<file path="src/rtl/core/peer_stream_deframer_top_macros.svh">
// Assertion macros shared by the peer stream deframer RTL.
// Depends on nothing; the asserting module must have aclk and aresetn in scope.
`ifndef PEER_STREAM_DEFRAMER_TOP_MACROS_SVH
`define PEER_STREAM_DEFRAMER_TOP_MACROS_SVH

// Property checked on every clock edge outside reset.
`define PSD_ASSERT_CLK(lbl, prop, msg) \
    lbl: assert property (@(posedge aclk) disable iff (!aresetn) prop) else $error(msg);

// Condition that must never be true outside reset.
`define PSD_ASSERT_NEVER(lbl, cond, msg) \
    lbl: assert property (@(posedge aclk) disable iff (!aresetn) !(cond)) else $error(msg);

`endif

</file>
<file path="src/rtl/core/psd_pkg.sv">
// Package for the peer stream deframer: result and config types, codes, constants.
// Used by psd_cfg_regs, psd_engine and peer_stream_deframer_top; depends on nothing.
package psd_pkg;

    localparam int unsigned HELLO_HDR_BYTES = 6;
    localparam int unsigned CHUNK_HDR_BYTES = 4;
    localparam int unsigned APB_ADDR_W      = 5;

    // Result kinds.
    localparam logic [2:0] KIND_HEADER   = 3'd0;
    localparam logic [2:0] KIND_ID       = 3'd1;
    localparam logic [2:0] KIND_LABEL    = 3'd2;
    localparam logic [2:0] KIND_PROVIDER = 3'd3;
    localparam logic [2:0] KIND_PAYLOAD  = 3'd4;
    localparam logic [2:0] KIND_EMPTY    = 3'd5;
    localparam logic [2:0] KIND_ERROR    = 3'd6;
    localparam logic [2:0] KIND_HALTED   = 3'd7;

    // Error codes.
    localparam logic [1:0] ERR_BAD_TYPE     = 2'd0;
    localparam logic [1:0] ERR_NO_HELLO     = 2'd1;
    localparam logic [1:0] ERR_NAME_LEN     = 2'd2;
    localparam logic [1:0] ERR_CHUNK_LEN    = 2'd3;

    // Register indexes (byte address divided by four).
    localparam logic [2:0] REG_HELLO_TYPE  = 3'd0;
    localparam logic [2:0] REG_CHUNK_TYPE  = 3'd1;
    localparam logic [2:0] REG_NAME_LIMIT  = 3'd2;
    localparam logic [2:0] REG_CHUNK_LIMIT = 3'd3;
    localparam logic [2:0] REG_PEER_SLOT   = 3'd4;

    typedef struct packed {
        logic [7:0]  hello_type_code;
        logic [7:0]  chunk_type_code;
        logic [15:0] name_length_limit;
        logic [31:0] chunk_length_limit;
        logic [15:0] peer_slot;
    } psd_cfg_t;

    typedef struct packed {
        logic [2:0]  kind;
        logic [7:0]  data_out;
        logic        last;
        logic [15:0] slot;
        logic [1:0]  error_code;
    } psd_result_t;

endpackage

</file>
<file path="src/rtl/core/psd_cfg_regs.sv">
// APB configuration registers of the peer stream deframer.
// Depends on psd_pkg.
module psd_cfg_regs
    import psd_pkg::*;
(
    input  logic                  aclk,
    input  logic                  aresetn,
    input  logic                  psel,
    input  logic                  penable,
    input  logic                  pwrite,
    input  logic [APB_ADDR_W-1:0] paddr,
    input  logic [31:0]           pwdata,
    output logic [31:0]           prdata,
    output logic                  pready,
    output psd_cfg_t              cfg
);

    psd_cfg_t   cfg_reg;
    logic       wr_en;
    logic [2:0] reg_idx;

    assign pready  = 1'b1;
    assign wr_en   = psel && penable && pwrite;
    assign reg_idx = paddr[APB_ADDR_W-1:2];
    assign cfg     = cfg_reg;

    always_ff @(posedge aclk) begin
        if (!aresetn) begin
            cfg_reg.hello_type_code    <= 8'd1;
            cfg_reg.chunk_type_code    <= 8'd2;
            cfg_reg.name_length_limit  <= 16'd256;
            cfg_reg.chunk_length_limit <= 32'd65536;
            cfg_reg.peer_slot          <= 16'd0;
        end else if (wr_en) begin
            case (reg_idx)
                REG_HELLO_TYPE:  cfg_reg.hello_type_code    <= pwdata[7:0];
                REG_CHUNK_TYPE:  cfg_reg.chunk_type_code    <= pwdata[7:0];
                REG_NAME_LIMIT:  cfg_reg.name_length_limit  <= pwdata[15:0];
                REG_CHUNK_LIMIT: cfg_reg.chunk_length_limit <= pwdata;
                REG_PEER_SLOT:   cfg_reg.peer_slot          <= pwdata[15:0];
                default: ;
            endcase
        end
    end

    always_comb begin
        case (reg_idx)
            REG_HELLO_TYPE:  prdata = {24'd0, cfg_reg.hello_type_code};
            REG_CHUNK_TYPE:  prdata = {24'd0, cfg_reg.chunk_type_code};
            REG_NAME_LIMIT:  prdata = {16'd0, cfg_reg.name_length_limit};
            REG_CHUNK_LIMIT: prdata = cfg_reg.chunk_length_limit;
            REG_PEER_SLOT:   prdata = {16'd0, cfg_reg.peer_slot};
            default:         prdata = 32'd0;
        endcase
    end

endmodule

</file>
<file path="src/rtl/core/psd_engine.sv">
// Deframing state machine: consumes one byte per step and forms one result.
// Depends on psd_pkg and peer_stream_deframer_top_macros.svh.
`include "peer_stream_deframer_top_macros.svh"

module psd_engine
    import psd_pkg::*;
(
    input  logic        aclk,
    input  logic        aresetn,
    input  logic        step,
    input  logic [7:0]  rx_byte,
    input  psd_cfg_t    cfg,
    output psd_result_t res
);

    localparam logic [2:0] PH_TYPE      = 3'd0;
    localparam logic [2:0] PH_HELLO_HDR = 3'd1;
    localparam logic [2:0] PH_STRINGS   = 3'd2;
    localparam logic [2:0] PH_CHUNK_HDR = 3'd3;
    localparam logic [2:0] PH_PAYLOAD   = 3'd4;

    localparam logic [3:0] HELLO_HDR_N = 4'(HELLO_HDR_BYTES);
    localparam logic [3:0] CHUNK_HDR_N = 4'(CHUNK_HDR_BYTES);

    logic [2:0]  phase_reg,           phase_next;
    logic [2:0]  header_count_reg,    header_count_next;
    logic [39:0] header_shift_reg,    header_shift_next;
    logic [15:0] id_length_reg,       id_length_next;
    logic [15:0] label_length_reg,    label_length_next;
    logic [17:0] string_position_reg, string_position_next;
    logic [31:0] bytes_remaining_reg, bytes_remaining_next;
    logic        hello_seen_reg,      hello_seen_next;
    logic        halted_reg,          halted_next;
    logic [1:0]  halt_code_reg,       halt_code_next;

    logic [3:0]  count_inc;
    logic [15:0] idl, lbl, prl;
    logic [31:0] chunk_len;
    logic [16:0] id_label_sum;
    logic        name_bad;

    assign count_inc    = {1'b0, header_count_reg} + 4'd1;
    assign idl          = header_shift_reg[39:24];
    assign lbl          = header_shift_reg[23:8];
    assign prl          = {header_shift_reg[7:0], rx_byte};
    assign chunk_len    = {header_shift_reg[23:0], rx_byte};
    assign id_label_sum = {1'b0, id_length_reg} + {1'b0, label_length_reg};
    assign name_bad     = (idl == 16'd0) || (idl >= cfg.name_length_limit) ||
                          (lbl >= cfg.name_length_limit) || (prl >= cfg.name_length_limit);

    always_comb begin
        phase_next           = phase_reg;
        header_count_next    = header_count_reg;
        header_shift_next    = header_shift_reg;
        id_length_next       = id_length_reg;
        label_length_next    = label_length_reg;
        string_position_next = string_position_reg;
        bytes_remaining_next = bytes_remaining_reg;
        hello_seen_next      = hello_seen_reg;
        halted_next          = halted_reg;
        halt_code_next       = halt_code_reg;

        res.kind       = KIND_HEADER;
        res.data_out   = 8'd0;
        res.last       = 1'b0;
        res.slot       = cfg.peer_slot;
        res.error_code = 2'd0;

        if (halted_reg) begin
            res.kind       = KIND_HALTED;
            res.error_code = halt_code_reg;
        end else begin
            case (phase_reg)
                PH_HELLO_HDR: begin
                    if (count_inc < HELLO_HDR_N) begin
                        header_shift_next = {header_shift_reg[31:0], rx_byte};
                        header_count_next = count_inc[2:0];
                    end else begin
                        header_count_next = 3'd0;
                        header_shift_next = 40'd0;
                        if (name_bad) begin
                            halted_next    = 1'b1;
                            halt_code_next = ERR_NAME_LEN;
                            res.kind       = KIND_ERROR;
                            res.error_code = ERR_NAME_LEN;
                        end else begin
                            id_length_next       = idl;
                            label_length_next    = lbl;
                            string_position_next = 18'd0;
                            bytes_remaining_next = {16'd0, idl} + {16'd0, lbl} + {16'd0, prl};
                            phase_next           = PH_STRINGS;
                        end
                    end
                end
                PH_STRINGS: begin
                    if (string_position_reg < {2'd0, id_length_reg}) begin
                        res.kind = KIND_ID;
                    end else if (string_position_reg < {1'b0, id_label_sum}) begin
                        res.kind = KIND_LABEL;
                    end else begin
                        res.kind = KIND_PROVIDER;
                    end
                    res.data_out         = rx_byte;
                    string_position_next = string_position_reg + 18'd1;
                    if (bytes_remaining_reg <= 32'd1) begin
                        bytes_remaining_next = 32'd0;
                        hello_seen_next      = 1'b1;
                        phase_next           = PH_TYPE;
                        res.last             = 1'b1;
                    end else begin
                        bytes_remaining_next = bytes_remaining_reg - 32'd1;
                    end
                end
                PH_CHUNK_HDR: begin
                    if (count_inc < CHUNK_HDR_N) begin
                        header_shift_next = {header_shift_reg[31:0], rx_byte};
                        header_count_next = count_inc[2:0];
                    end else begin
                        header_count_next = 3'd0;
                        header_shift_next = 40'd0;
                        if (chunk_len > cfg.chunk_length_limit) begin
                            halted_next    = 1'b1;
                            halt_code_next = ERR_CHUNK_LEN;
                            res.kind       = KIND_ERROR;
                            res.error_code = ERR_CHUNK_LEN;
                        end else if (chunk_len == 32'd0) begin
                            phase_next = PH_TYPE;
                            res.kind   = KIND_EMPTY;
                            res.last   = 1'b1;
                        end else begin
                            bytes_remaining_next = chunk_len;
                            phase_next           = PH_PAYLOAD;
                        end
                    end
                end
                PH_PAYLOAD: begin
                    res.kind     = KIND_PAYLOAD;
                    res.data_out = rx_byte;
                    if (bytes_remaining_reg <= 32'd1) begin
                        bytes_remaining_next = 32'd0;
                        phase_next           = PH_TYPE;
                        res.last             = 1'b1;
                    end else begin
                        bytes_remaining_next = bytes_remaining_reg - 32'd1;
                    end
                end
                default: begin
                    // A type byte; the hello code wins when both codes match.
                    if (rx_byte == cfg.hello_type_code) begin
                        phase_next        = PH_HELLO_HDR;
                        header_count_next = 3'd0;
                        header_shift_next = 40'd0;
                    end else if (rx_byte == cfg.chunk_type_code && hello_seen_reg) begin
                        phase_next        = PH_CHUNK_HDR;
                        header_count_next = 3'd0;
                        header_shift_next = 40'd0;
                    end else if (rx_byte == cfg.chunk_type_code) begin
                        halted_next    = 1'b1;
                        halt_code_next = ERR_NO_HELLO;
                        res.kind       = KIND_ERROR;
                        res.error_code = ERR_NO_HELLO;
                    end else begin
                        halted_next    = 1'b1;
                        halt_code_next = ERR_BAD_TYPE;
                        res.kind       = KIND_ERROR;
                        res.error_code = ERR_BAD_TYPE;
                    end
                end
            endcase
        end
    end

    always_ff @(posedge aclk) begin
        if (!aresetn) begin
            phase_reg           <= PH_TYPE;
            header_count_reg    <= 3'd0;
            bytes_remaining_reg <= 32'd0;
            hello_seen_reg      <= 1'b0;
            halted_reg          <= 1'b0;
            halt_code_reg       <= 2'd0;
        end else if (step) begin
            phase_reg           <= phase_next;
            header_count_reg    <= header_count_next;
            bytes_remaining_reg <= bytes_remaining_next;
            hello_seen_reg      <= hello_seen_next;
            halted_reg          <= halted_next;
            halt_code_reg       <= halt_code_next;
        end
    end

    // Header and string bookkeeping is only read after being loaded.
    always_ff @(posedge aclk) begin
        if (step) begin
            header_shift_reg    <= header_shift_next;
            id_length_reg       <= id_length_next;
            label_length_reg    <= label_length_next;
            string_position_reg <= string_position_next;
        end
    end

    `PSD_ASSERT_CLK(a_halt_sticky, halted_reg |=> halted_reg, "halt flag cleared without reset")
    `PSD_ASSERT_CLK(a_hello_sticky, hello_seen_reg |=> hello_seen_reg, "hello flag cleared")
    `PSD_ASSERT_CLK(a_halted_result, step && halted_reg |-> res.kind == KIND_HALTED && res.error_code == halt_code_reg, "halted block gave a live result")
    `PSD_ASSERT_NEVER(a_stream_count, (phase_reg == PH_STRINGS || phase_reg == PH_PAYLOAD) && bytes_remaining_reg == 32'd0, "streaming phase with no bytes left")

endmodule

</file>
<file path="src/rtl/core/peer_stream_deframer_top.sv">
// Peer stream deframer: one received byte in, one tagged result item out.
// An accepted item is held in the input register, processed, then held in the result register.
// Throughput: one item per cycle; the input register and result register stall only on m_ready.
// Reset: synchronous, active-low aresetn clears the pipeline, frame state and halt flag,
// and loads the configuration registers with their defaults. Depends on psd_pkg.
module peer_stream_deframer_top
    import psd_pkg::*;
(
    input  logic                  aclk,
    input  logic                  aresetn,

    input  logic                  s_valid,
    output logic                  s_ready,
    input  logic [7:0]            s_rx_byte,

    output logic                  m_valid,
    input  logic                  m_ready,
    output logic [2:0]            m_kind,
    output logic [7:0]            m_data_out,
    output logic                  m_last,
    output logic [15:0]           m_slot,
    output logic [1:0]            m_error_code,

    input  logic                  psel,
    input  logic                  penable,
    input  logic                  pwrite,
    input  logic [APB_ADDR_W-1:0] paddr,
    input  logic [31:0]           pwdata,
    output logic [31:0]           prdata,
    output logic                  pready
);

    psd_cfg_t    cfg;
    psd_result_t res;
    psd_result_t out_reg;

    logic        in_valid_reg;
    logic [7:0]  in_byte_reg;
    logic        out_valid_reg;
    logic        advance;

    // The configuration registers sit behind a plain APB slave with no wait states.
    psd_cfg_regs u_cfg (
        .aclk    (aclk),
        .aresetn (aresetn),
        .psel    (psel),
        .penable (penable),
        .pwrite  (pwrite),
        .paddr   (paddr),
        .pwdata  (pwdata),
        .prdata  (prdata),
        .pready  (pready),
        .cfg     (cfg)
    );

    // The held item moves into the result register whenever that register is
    // empty or is being drained in the same cycle. The deframing state advances
    // exactly on that move, so each item updates the state once.
    assign advance = in_valid_reg && (!out_valid_reg || m_ready);

    // A new item is taken whenever the input register is empty or is moving on,
    // so a waiting result stops the next byte only while the input register is full.
    assign s_ready = !in_valid_reg || advance;

    always_ff @(posedge aclk) begin
        if (!aresetn) begin
            in_valid_reg <= 1'b0;
        end else if (s_ready) begin
            in_valid_reg <= s_valid;
        end
    end

    always_ff @(posedge aclk) begin
        if (s_ready && s_valid) begin
            in_byte_reg <= s_rx_byte;
        end
    end

    psd_engine u_engine (
        .aclk    (aclk),
        .aresetn (aresetn),
        .step    (advance),
        .rx_byte (in_byte_reg),
        .cfg     (cfg),
        .res     (res)
    );

    // Result register: loaded on advance, emptied when the sink takes the item.
    always_ff @(posedge aclk) begin
        if (!aresetn) begin
            out_valid_reg <= 1'b0;
        end else if (advance) begin
            out_valid_reg <= 1'b1;
        end else if (m_ready) begin
            out_valid_reg <= 1'b0;
        end
    end

    always_ff @(posedge aclk) begin
        if (advance) begin
            out_reg <= res;
        end
    end

    assign m_valid      = out_valid_reg;
    assign m_kind       = out_reg.kind;
    assign m_data_out   = out_reg.data_out;
    assign m_last       = out_reg.last;
    assign m_slot       = out_reg.slot;
    assign m_error_code = out_reg.error_code;

endmodule
</file>
<file path="config.mk">
export PLATFORM = sky130hd
export DESIGN_NAME = peer_stream_deframer_top
export DESIGN_NICKNAME = d
export VERILOG_FILES = /design/src/rtl/core/psd_pkg.sv /design/src/rtl/core/psd_cfg_regs.sv /design/src/rtl/core/psd_engine.sv /design/src/rtl/core/peer_stream_deframer_top.sv
export VERILOG_INCLUDE_DIRS = /design/src /design/src/rtl/core
export SDC_FILE = /design/constraint.sdc
export NUM_CORES = 1
export LEC_CHECK = 0
export BUFFER_PORTS_ARGS = -buffer_cell sky130_fd_sc_hd__buf_2
export CORE_ASPECT_RATIO = 1.2
export CORE_MARGIN = 3
export CORE_UTILIZATION = 62
export DETAILED_ROUTE_END_ITERATION = 6
export GPL_TIMING_DRIVEN = 0
export PLACE_DENSITY = 0.83
export SLEW_MARGIN = 40
export SYNTH_ARGS = -nofsm -noshare
export SYNTH_HDL_FRONTEND = slang
export SYNTH_SLANG_ARGS = --single-unit
</file>
<file path="constraint.sdc">
create_clock -name aclk -period 7.05 [get_ports aclk]
set_clock_uncertainty 0.15 [all_clocks]
set_input_delay 0 -clock aclk [delete_from_list [all_inputs] [get_ports aclk]]
set_output_delay 0 -clock aclk [all_outputs]
set_load 0.02 [all_outputs]
</file>
# Yosys cells after proc, flatten, opt, wreduce, memory -nomap -nowiden
# Index checks and enable logic that the tools add are counted.
# word_totals
register_bits	252
latch_bits	0
ramBits	0
rom_bits	0
in_bits	52
elab_cells	167
n_memories	0
# op_classes
add_sub_neg	6
mul	0
n_div	0
magnitude_cmp	9
eq_ne	20
n_shift	0
n_mux	71
n_bitwise	4
reduce_logical	34
# op_table
cell	count
$mux W32	6
$mux W40	4
$pmux W32 S5	1
$pmux W40 S3	1
$pmux W32 S3	1
$mux W3	20
$ge A16 B16 Y1	3
$mux W18	2
$pmux W18 S2	1
$add A16 B16 Y17	2
$add A32 B16 Y32	1
$gt A32 B32 Y1	1
$le A32 B1 Y1 const B	1
$logic_not A32 Y1	1
$sub A32 B1 Y32 const B	1
$mux W2	13
$add A18 B1 Y18 const B	1
$lt A18 B16 Y1	1
$lt A18 B17 Y1	1
$pmux W3 S3	2
$eq A8 B8 Y1	2
$logic_not A16 Y1	1
$reduce_and A8 Y1	2
$mux W1	15
other kinds (26)	60

# Depth between registers and ports, before layout
# Gate-level depths: netlist of the first run.
# depth
ltp_word	8
ltp_mapped	19

# Hierarchy
# From an unflattened synthesis of the first run, not the netlist that was laid out.
# unflattened
cells_unflattened	1636
hier_area_um2	15940.3
# by_module_without_submodules
mod	instances	cells_per_inst	area_per_inst_um2	seq_area_each_um2
psd_engine	1	1195	11023.1	3543.4
psd_cfg_regs	1	394	3672.3	1601.5
peer_stream_deframer_top	1	47	1244.9	1181.1

# Worst setup path before layout of the first run
# No wires, ideal clock.
# synth_path
path_kind	reg2reg
start	register out_valid_reg (netlist: m_valid)
end	register u_engine.header_count_reg[2]
setup_time_ps	121
arrival_ps	6104
required_ps	6779
setup_slack_ps	676
path_stages_with_launch	8
path_buffers	0
cell_sequence	dfxtp_1 -> nor2b_1 -> nor2b_1 -> nand2b_1 -> nor3_1 -> o21ai_0 -> a32oi_1 -> nor2b_1
# synth_between
elab_chain_cells	4
# synth_lines
element	line_no	rtl
start: declaration	peer_stream_deframer_top.sv:39	logic out_valid_reg;
start signal: assignment	peer_stream_deframer_top.sv:91	out_valid_reg <= 1'b0;
start signal: assignment	peer_stream_deframer_top.sv:93	out_valid_reg <= 1'b1;
start signal: assignment	peer_stream_deframer_top.sv:95	out_valid_reg <= 1'b0;
$logic_not A1 Y1	peer_stream_deframer_top.sv:59	assign advance = in_valid_reg && (!out_valid_reg || m_ready);
$logic_or A1 B1 Y1	peer_stream_deframer_top.sv:59	
$logic_and A1 B1 Y1	peer_stream_deframer_top.sv:59	
via advance	peer_stream_deframer_top.sv:40	logic advance;
$reduce_and A4 Y1 (no source line)	--	
end signal: assignment	psd_engine.sv:183	header_count_reg <= header_count_next;
end: declaration	psd_engine.sv:26	logic [2:0] header_count_reg, header_count_next;
# The timed path passes the listed nets, and every way through them passes these cells.
# A chain may end at the register's enable or synchronous reset.

# Worst setup path in the final report of the first run
# layout_path
start	register u_engine.header_shift_reg[8]
end	register u_engine.bytes_remaining_reg[16]
# layout_between
elab_chain_cells	5
# layout_lines
element	line_no	rtl
start: declaration	psd_engine.sv:27	logic [39:0] header_shift_reg, header_shift_next;
start signal: assignment	psd_engine.sv:194	header_shift_reg <= header_shift_next;
$add A16 B16 Y17 / $ge A16 B16 Y1 (equally long branches)	psd_engine.sv:90, psd_engine.sv:49	
$add A32 B16 Y32 / $logic_or A1 B1 Y1 (equally long branches)	psd_engine.sv:90, psd_engine.sv:48	
$mux W32 / $logic_or A1 B1 Y1 (equally long branches)	psd_engine.sv:81, psd_engine.sv:49	
$mux W32 / $ne A2 B2 Y1 (equally long branches)	--	
$pmux W32 S3 / $reduce_and A8 Y1 (equally long branches)	--	
end signal: assignment	psd_engine.sv:184	bytes_remaining_reg <= bytes_remaining_next;
end: declaration	psd_engine.sv:31	logic [31:0] bytes_remaining_reg, bytes_remaining_next;
# Several ways; a longest one is shown, not always the timed one. The select of a mux whose other input is x is not followed.

==> flow_metrics.tcl, run 1 <==
set metrics [dict create \
    status "complete, no violations" \
    core.rowCount 63 \
    cts_root_buf "clkbuf_16" \
    placement.io_buffers 112 \
    die_x_um 152 \
    hold_viol 0 \
    timing.fmax_ghz 0.196 \
    synth_cells 1719 \
    max_cap_violations 0 \
    cp_max_fo 6 \
    cp-end-kind "register" \
    final_nets 2147 \
    drive_gt1_share_pct 10.6 \
    synthTopCellsByCount "nand2_1 (233), ha_1 (163), edfxtp_1 (128), dfxtp_1 (124), inv_1 (94)" \
    synth_top_area_share_pct 24.3 \
    grt_pass1_vias 14600 \
    cts_htree_levels 1 \
    cts.sinks 252 \
    n_antenna_cell 0 \
    fin_crit_ns 5.10 \
    core_area_um2 24900 \
    ys_seq_area_share_pct 40.0 \
    grtUsageTotal_pct 34.2 \
    fillers 1794 \
    synth-edff-count 128 \
    synth_area_leaders "edfxtp_1 (24%), dfxtp_1 (16%), ha_1 (13%)" \
    yosysTopAreaCell "edfxtp_1" \
    design.die.area_um2 27500 \
    leakage_nw 7.29 \
    grt_max_degree 20 \
    grt_use_met1_pct 38.8 \
    grt_remaining_overflow 0 \
    post-route-cell-area_um2 18400 \
    largest_reg_flops 80 \
    worst_pin_slew_ns 0.878 \
    critPathLaunchType "register" \
    slew_headroom_pct 41.4 \
    synth_most_common_cell "nand2_1" \
    vias_per_cell 6.40 \
    clk_path_buf_depth 3 \
    grt.busiest_layer "met2" \
    yosys.cell_types.count 76 \
    antenna_left 0 \
    synthesis.nets 1937 \
    ios 117 \
    synth_warnings 0 \
    initial_core_util_pct 63.5 \
    drt_pass1_iterations 7 \
    synthesis.area_um2 15800 \
    clk_latency_ns 0.57 \
    setup_viol 0 \
    cts_buffers 27 \
    use_met2_pct 60.0 \
    routedWlPerCell_um 21.4 \
    antenna_found_initial 1 \
    p_per_area_nw_per_um2 172 \
    wl_mm 48.7 \
    grt_pass1_wl_mm 75.9 \
    synth_area_per_cell_um2 9.21 \
    area_growth_pct 16.1 \
    vdd.ir_drop.worst_mv 0.207 \
    path_clk_slew_ns 0.07 \
    synth-seq-cells 252 \
    crit_required_ns 7.33 \
    cts_resized 0 \
    drcViolationCount 0 \
    synth-main-ff-cell "edfxtp_1" \
    worstSetupPathType "reg2reg" \
    cp.arrival_ns 5.39 \
    cts_tree "yes" \
    vias 14500 \
    drt_iter0_drc 1243 \
    async_flop_share_pct 0 \
    rsz0062_at_grt "false" \
    routabilityCongestion 0.951 \
    placed_area_um2 16900 \
    finalMaxSlewViolations 0 \
    power.total_mw 3.16 \
    die_h_um 181 \
    finalCritPeriodShare_pct 72.4 \
    grtUsageMet3_pct 6.11 \
    min_path_type "in2reg" \
    dp_hpwl_mm 34.5 \
]
what timing repair did:
item | CTS | global route
hold buffers | 56 | 0
hold endpoints to repair | 98 | 0
setup buffers | 0 | 0
endpoints found under the setup margin | 0 | 0
critical path, cell delays in order, from the launching register on:
cell	delay (ns)
edfxtp_1	0.62
ha_1	0.33
inv_1	0.08
fa_1	0.20
nor2b_1	0.07
o31a_1	0.29
o41a_1	0.36
a21oi_1	0.22
xnor2_1	0.18
ha_1	0.31
a21oi_1	0.31
nand2_1	0.08
o21ai_0	0.19
o21ai_0	0.16
o41ai_1	0.56
o21ai_0	0.21
xor2_1	0.19
a222oi_1	0.35
a21oi_1	0.12
worst paths after layout:
path,start,depth (start not counted),endpoint,slack (ns)
max,u_engine.header_shift_reg[8]$_DFFE_PP_,18,u_engine.bytes_remaining_reg[16]$_SDFFE_PN0P_,1.95
max reg2reg,u_engine.header_shift_reg[8]$_DFFE_PP_,18,u_engine.bytes_remaining_reg[16]$_SDFFE_PN0P_,1.95
min reg2reg,u_cfg.cfg[9]$_SDFFE_PN0P_,0,m_slot[9]$_DFFE_PP_,0.31
min,penable,5,u_cfg.cfg[54]$_SDFFE_PN0P_,0.003
routing by layer:
| metal | vias up | part of all wire, % |
|---|---|---|
| li1 | 6647 | - |
| met1 | 6876 | 36 |
| met2 | 798 | 49 |
| met3 | 219 | 8.2 |
| met4 | 2 | 6.8 |
| met5 | - | 0.023 |
power by group:
group	total, mW	internal (mW)	leakage (nW)	switching (mW)
Sequential	1.56	1.54	2.21	0.0172
Combinational	0.181	0.0751	4.65	0.106
Clock	1.42	0.804	0.432	0.611
layout by cell type (no fill, tap or decap), types with 15 or more instances in the layout:
master	count
nor2b_1	66
ha_1	163
nor3_1	48
nor4_1	19
clkbuf_16	29
xnor2_1	49
nor2_1	91
a211oi_1	18
xor2_1	38
clkbuf_1	72
nand4_1	26
edfxtp_1	128
buf_2	125
a21boi_0	62
a22oi_1	24
a21o_1	31
mux2i_1	26
nand2_1	233
dfxtp_1	124
inv_1	94
a21oi_1	79
o211a_1	15
dlygate4sd3_1	56
o21ai_0	87
nand3_1	36
logic make-up after synthesis:
| logic type | share of synthesized area (%) |
|---|---|
| AOI/OAI and AO/OA | 17.7 |
| xor gates and xnor gates | 4.81 |
| adders and majority gates | 13.3 |
| buffers and inverters | 3.98 |
| DFF | 40.0 |
| muxes | 1.79 |
| other | 0.0237 |
| and+or+nand+nor | 18.4 |
final cells by class:
class,instances,area [um2],area share (%)
Timing Repair Buffer,181,1200,6.54
Clock buffer,40,817,4.45
Clock inverter,8,60.1,0.327
Buffer,72,279,1.52
Inverter,94,353,1.92
Sequential cell,252,6330,34.4
Tap cell,325,407,2.21
Multi-Input combinational cell,1301,8930,48.6
stage by stage:
| step | hold WS (ns) | std cells | setup WS [ns] | utilization, % | setup TNS [ns] |
|---|---|---|---|---|---|
| 6_report | 0.00260 | 2273 | 1.95 | 73.7 | 0 |
| 3_3_place_gp | 0.0264 | 2156 | -1.66 | 67.4 | -85.43 |
| 2_1_floorplan | -0.0511 | 1719 | 0.676 | - | 0 |
| 3_5_place_dp | 0.0281 | 2169 | 2.23 | 68.0 | 0 |
| 5_1_grt | 0.0876 | 2273 | 1.80 | 73.7 | 0 |
| 4_1_cts | 0.00358 | 2273 | 2.19 | 73.7 | 0 |
No activity file was read; power rests on OpenSTA's default activity.
==> run 2: changes to the inputs <==
--- a/config.mk
+++ b/config.mk
@@ -9,10 +9,10 @@
 export BUFFER_PORTS_ARGS = -buffer_cell sky130_fd_sc_hd__buf_2
 export CORE_ASPECT_RATIO = 1.2
 export CORE_MARGIN = 3
-export CORE_UTILIZATION = 62
+export CORE_UTILIZATION = 56
 export DETAILED_ROUTE_END_ITERATION = 6
 export GPL_TIMING_DRIVEN = 0
-export PLACE_DENSITY = 0.83
+export PLACE_DENSITY = 0.79
 export SLEW_MARGIN = 40
 export SYNTH_ARGS = -nofsm -noshare
 export SYNTH_HDL_FRONTEND = slang
==> constraint.sdc (replaced) <==
create_clock -name aclk -period 4.2 [get_ports aclk]
set_clock_uncertainty 0.15 [all_clocks]
set_input_delay 0 -clock aclk [delete_from_list [all_inputs] [get_ports aclk]]
set_output_delay 0 -clock aclk [all_outputs]
set_load 0.02 [all_outputs]
==> run 2 against run 1 <==
Against the previous run: the flow now finishes with violations (design-rule violations); non-clock buffer count is 22 higher; clock power grew 87%; clock-buffer cell count is 6 lower; largest cell class unchanged.
==> flow_metrics.tcl, run 2 (synthesis results as in run 1) <==
set metrics [dict create \
    status "finished with violations" \
    violations "design-rule violations" \
    r2r_slack_ns 0.04 \
    design.die.area_um2 30300 \
    fillers 2078 \
    fin_crit_ns 4.16 \
    cp_num_buf_inv 1 \
    final_common_cell "nand2_1" \
    critPathLaunchType "register" \
    drcViolationCount 1 \
    cts.sinks 252 \
    p_per_area_nw_per_um2 294 \
    clk_latency_ns 0.58 \
    largest_reg_flops 80 \
    cpLargestDelayFamily "compound AO/OA/AOI/OAI gates" \
    grt_pass1_wl_mm 75.9 \
    timing.rr.start "u_engine.header_shift_reg[24]$_DFFE_PP_" \
    cp_cell_sequence "ha_2 -> inv_2 -> fa_2 -> nor2b_1 -> o31a_1 -> o41a_1 -> nand4_1 -> nand3b_1 -> xor2_2 -> ha_4 -> and2_4 -> o21ai_2 -> o21ai_2 -> o41ai_2 -> o21ai_1 -> xor2_1 -> a222oi_1 -> a21oi_1" \
    grt_pass1_vias 14600 \
    finalCritPeriodShare_pct 99.1 \
    ios 117 \
    cp.arrival_ns 4.46 \
    min_path_type "in2reg" \
    grt_remaining_overflow 0 \
    hold_viol 0 \
    hp-start "paddr[3]" \
    use_met2_pct 55.9 \
    rsz0062_at_grt "true" \
    cp_slowest_cell "edfxtp_1" \
    wl_mm 48.4 \
    crit_required_ns 4.50 \
    initial_core_util_pct 57.6 \
    grtUsageMet3_pct 4.59 \
    grt_max_degree 19 \
    drt_pass1_iterations 7 \
    cp_max_fo 4 \
    cts_htree_levels 1 \
    grtUsageTotal_pct 31.1 \
    core_area_um2 27500 \
    place_ws_ns -0.523 \
    die_h_um 190 \
    finalSetupTns_ns 0 \
    routabilityCongestion 0.960 \
    placement.io_buffers 112 \
    worst_pin_slew_ns 0.862 \
    cts_tree "yes" \
    antenna_found_initial 0 \
    clk_path_buf_depth 3 \
    vias 14500 \
    holdPathStages 6 \
    vias_per_cell 6.19 \
    timing.fmax_ghz 0.240 \
    max_cap_violations 0 \
    placed_area_um2 17000 \
    setup_ws_ns 0.0390 \
    routedWlPerCell_um 20.6 \
    path_clk_slew_ns 0.06 \
    worstSetupPathType "reg2reg" \
    finalMaxSlewViolations 0 \
    antenna_left 0 \
    r2r_end "u_engine.bytes_remaining_reg[16]$_SDFFE_PN0P_" \
    grt.busiest_layer "met2" \
    die_x_um 159 \
    area_growth_pct 19.9 \
    max_stage_delay_ns 0.45 \
    leakage_nw 7.51 \
    post-route-cell-area_um2 19000 \
    cp-end-kind "register" \
    drive_gt1_share_pct 13.4 \
    cts_buffers 29 \
    grt_use_met1_pct 35.0 \
    worstHoldEndpoint "u_cfg.cfg[0]$_SDFFE_PN0P_" \
    drt_iter0_drc 1402 \
    reg2reg_depth 18 \
    setup_viol 0 \
    dp_hpwl_mm 34.2 \
    cp_common_cell "o21ai_2" \
    core.rowCount 66 \
    layout_common_cells "nand2_1 (233), ha_1 (158), edfxtp_1 (128), dfxtp_1 (124), buf_2 (115)" \
    final_nets 2171 \
    cts_root_buf "clkbuf_16" \
    vdd.ir_drop.worst_mv 0.343 \
    slew_headroom_pct 42.5 \
    n_antenna_cell 0 \
]
-- run 2: changes by cell type in the layout (fill, tap and decap cells not counted), sizes merged --
cell         change
buf             +21
bufinv           +5
clkbuf           -7
clkinv           +8
dlygate4sd3      +2
inv              -1
-- run 2: metal layers --
metal	up-vias	wire length (um)
met3	223	3730
met2	739	23900
li1	6688	-
met4	0	3250
met5	-	0
met1	6897	17500
-- run 2: worst max-delay path by stage --
stage                                               endpoint  slack (ns)  depth (start not counted)                               startpoint
2_1_floorplan  u_engine.bytes_remaining_reg[16]$_SDFFE_PN0P_        0.21                         18   u_engine.header_shift_reg[8]$_DFFE_PP_
3_3_place_gp       u_engine.header_count_reg[2]$_SDFFE_PN0P_       -0.64                          7                     m_valid$_SDFFE_PN0P_
3_5_place_dp   u_engine.bytes_remaining_reg[16]$_SDFFE_PN0P_       -0.52                         18   u_engine.header_shift_reg[8]$_DFFE_PP_
4_1_cts        u_engine.bytes_remaining_reg[16]$_SDFFE_PN0P_       -0.01                         18   u_engine.header_shift_reg[8]$_DFFE_PP_
5_1_grt        u_engine.bytes_remaining_reg[16]$_SDFFE_PN0P_       -0.05                         18  u_engine.header_shift_reg[24]$_DFFE_PP_
6_report       u_engine.bytes_remaining_reg[16]$_SDFFE_PN0P_        0.04                         18  u_engine.header_shift_reg[24]$_DFFE_PP_
-- run 2: through the flow --
step / cells / total power [mW] / utilization, % / hold slack, ns
3_5_place_dp: 2213 / 2.92 / 61.9 / 0.0281
4_1_cts: 2337 / 5.58 / 68.1 / 0.00856
6_report: 2350 / 5.58 / 69.0 / 0.0341
3_3_place_gp: 2205 / 2.91 / 61.4 / 0.0262
5_1_grt: 2350 / 5.72 / 69.0 / 0.0615
2_1_floorplan: 1719 / 2.81 / - / -0.0511
-- run 2: layout make-up --
cell class              instances  area (um2)  share of cell area [%]
plain buffers                  71         277                    1.46
clock buffers                  34         744                    3.92
clock inverters                20         250                    1.32
inverters                      94         353                    1.86
multi-input cells            1301        9140                    48.2
flip-flops and latches        252        6330                    33.3
well taps                     374         468                    2.47
repair buffers                204        1420                    7.48
-- run 2: worst reg2reg max path, cell delays in order (launching register included) --
cell and delay [ns]:
edfxtp_1 0.45, ha_2 0.22, inv_2 0.06, fa_2 0.21, nor2b_1 0.06, o31a_1 0.27
o41a_1 0.43, nand4_1 0.14, nand3b_1 0.14, xor2_2 0.29, ha_4 0.26, and2_4 0.16
o21ai_2 0.13, o21ai_2 0.09, o41ai_2 0.30, o21ai_1 0.16, xor2_1 0.16, a222oi_1 0.29
a21oi_1 0.11
-- run 2: repair_timing --
item                                    CTS  global route
hold buffers                             58             0
resized for setup                        14            33
endpoints found under the setup margin   33            39
setup buffers                            12            14
endpoints found under the hold margin    98             0
pin swaps                                 5            19
-- run 2: power breakdown --
| group | switching (mW) | internal (mW) |
|---|---|---|
| sequential | 0.0268 | 2.59 |
| clock | 1.08 | 1.58 |
| combinational | 0.179 | 0.127 |
| total | 1.28 | 4.30 |
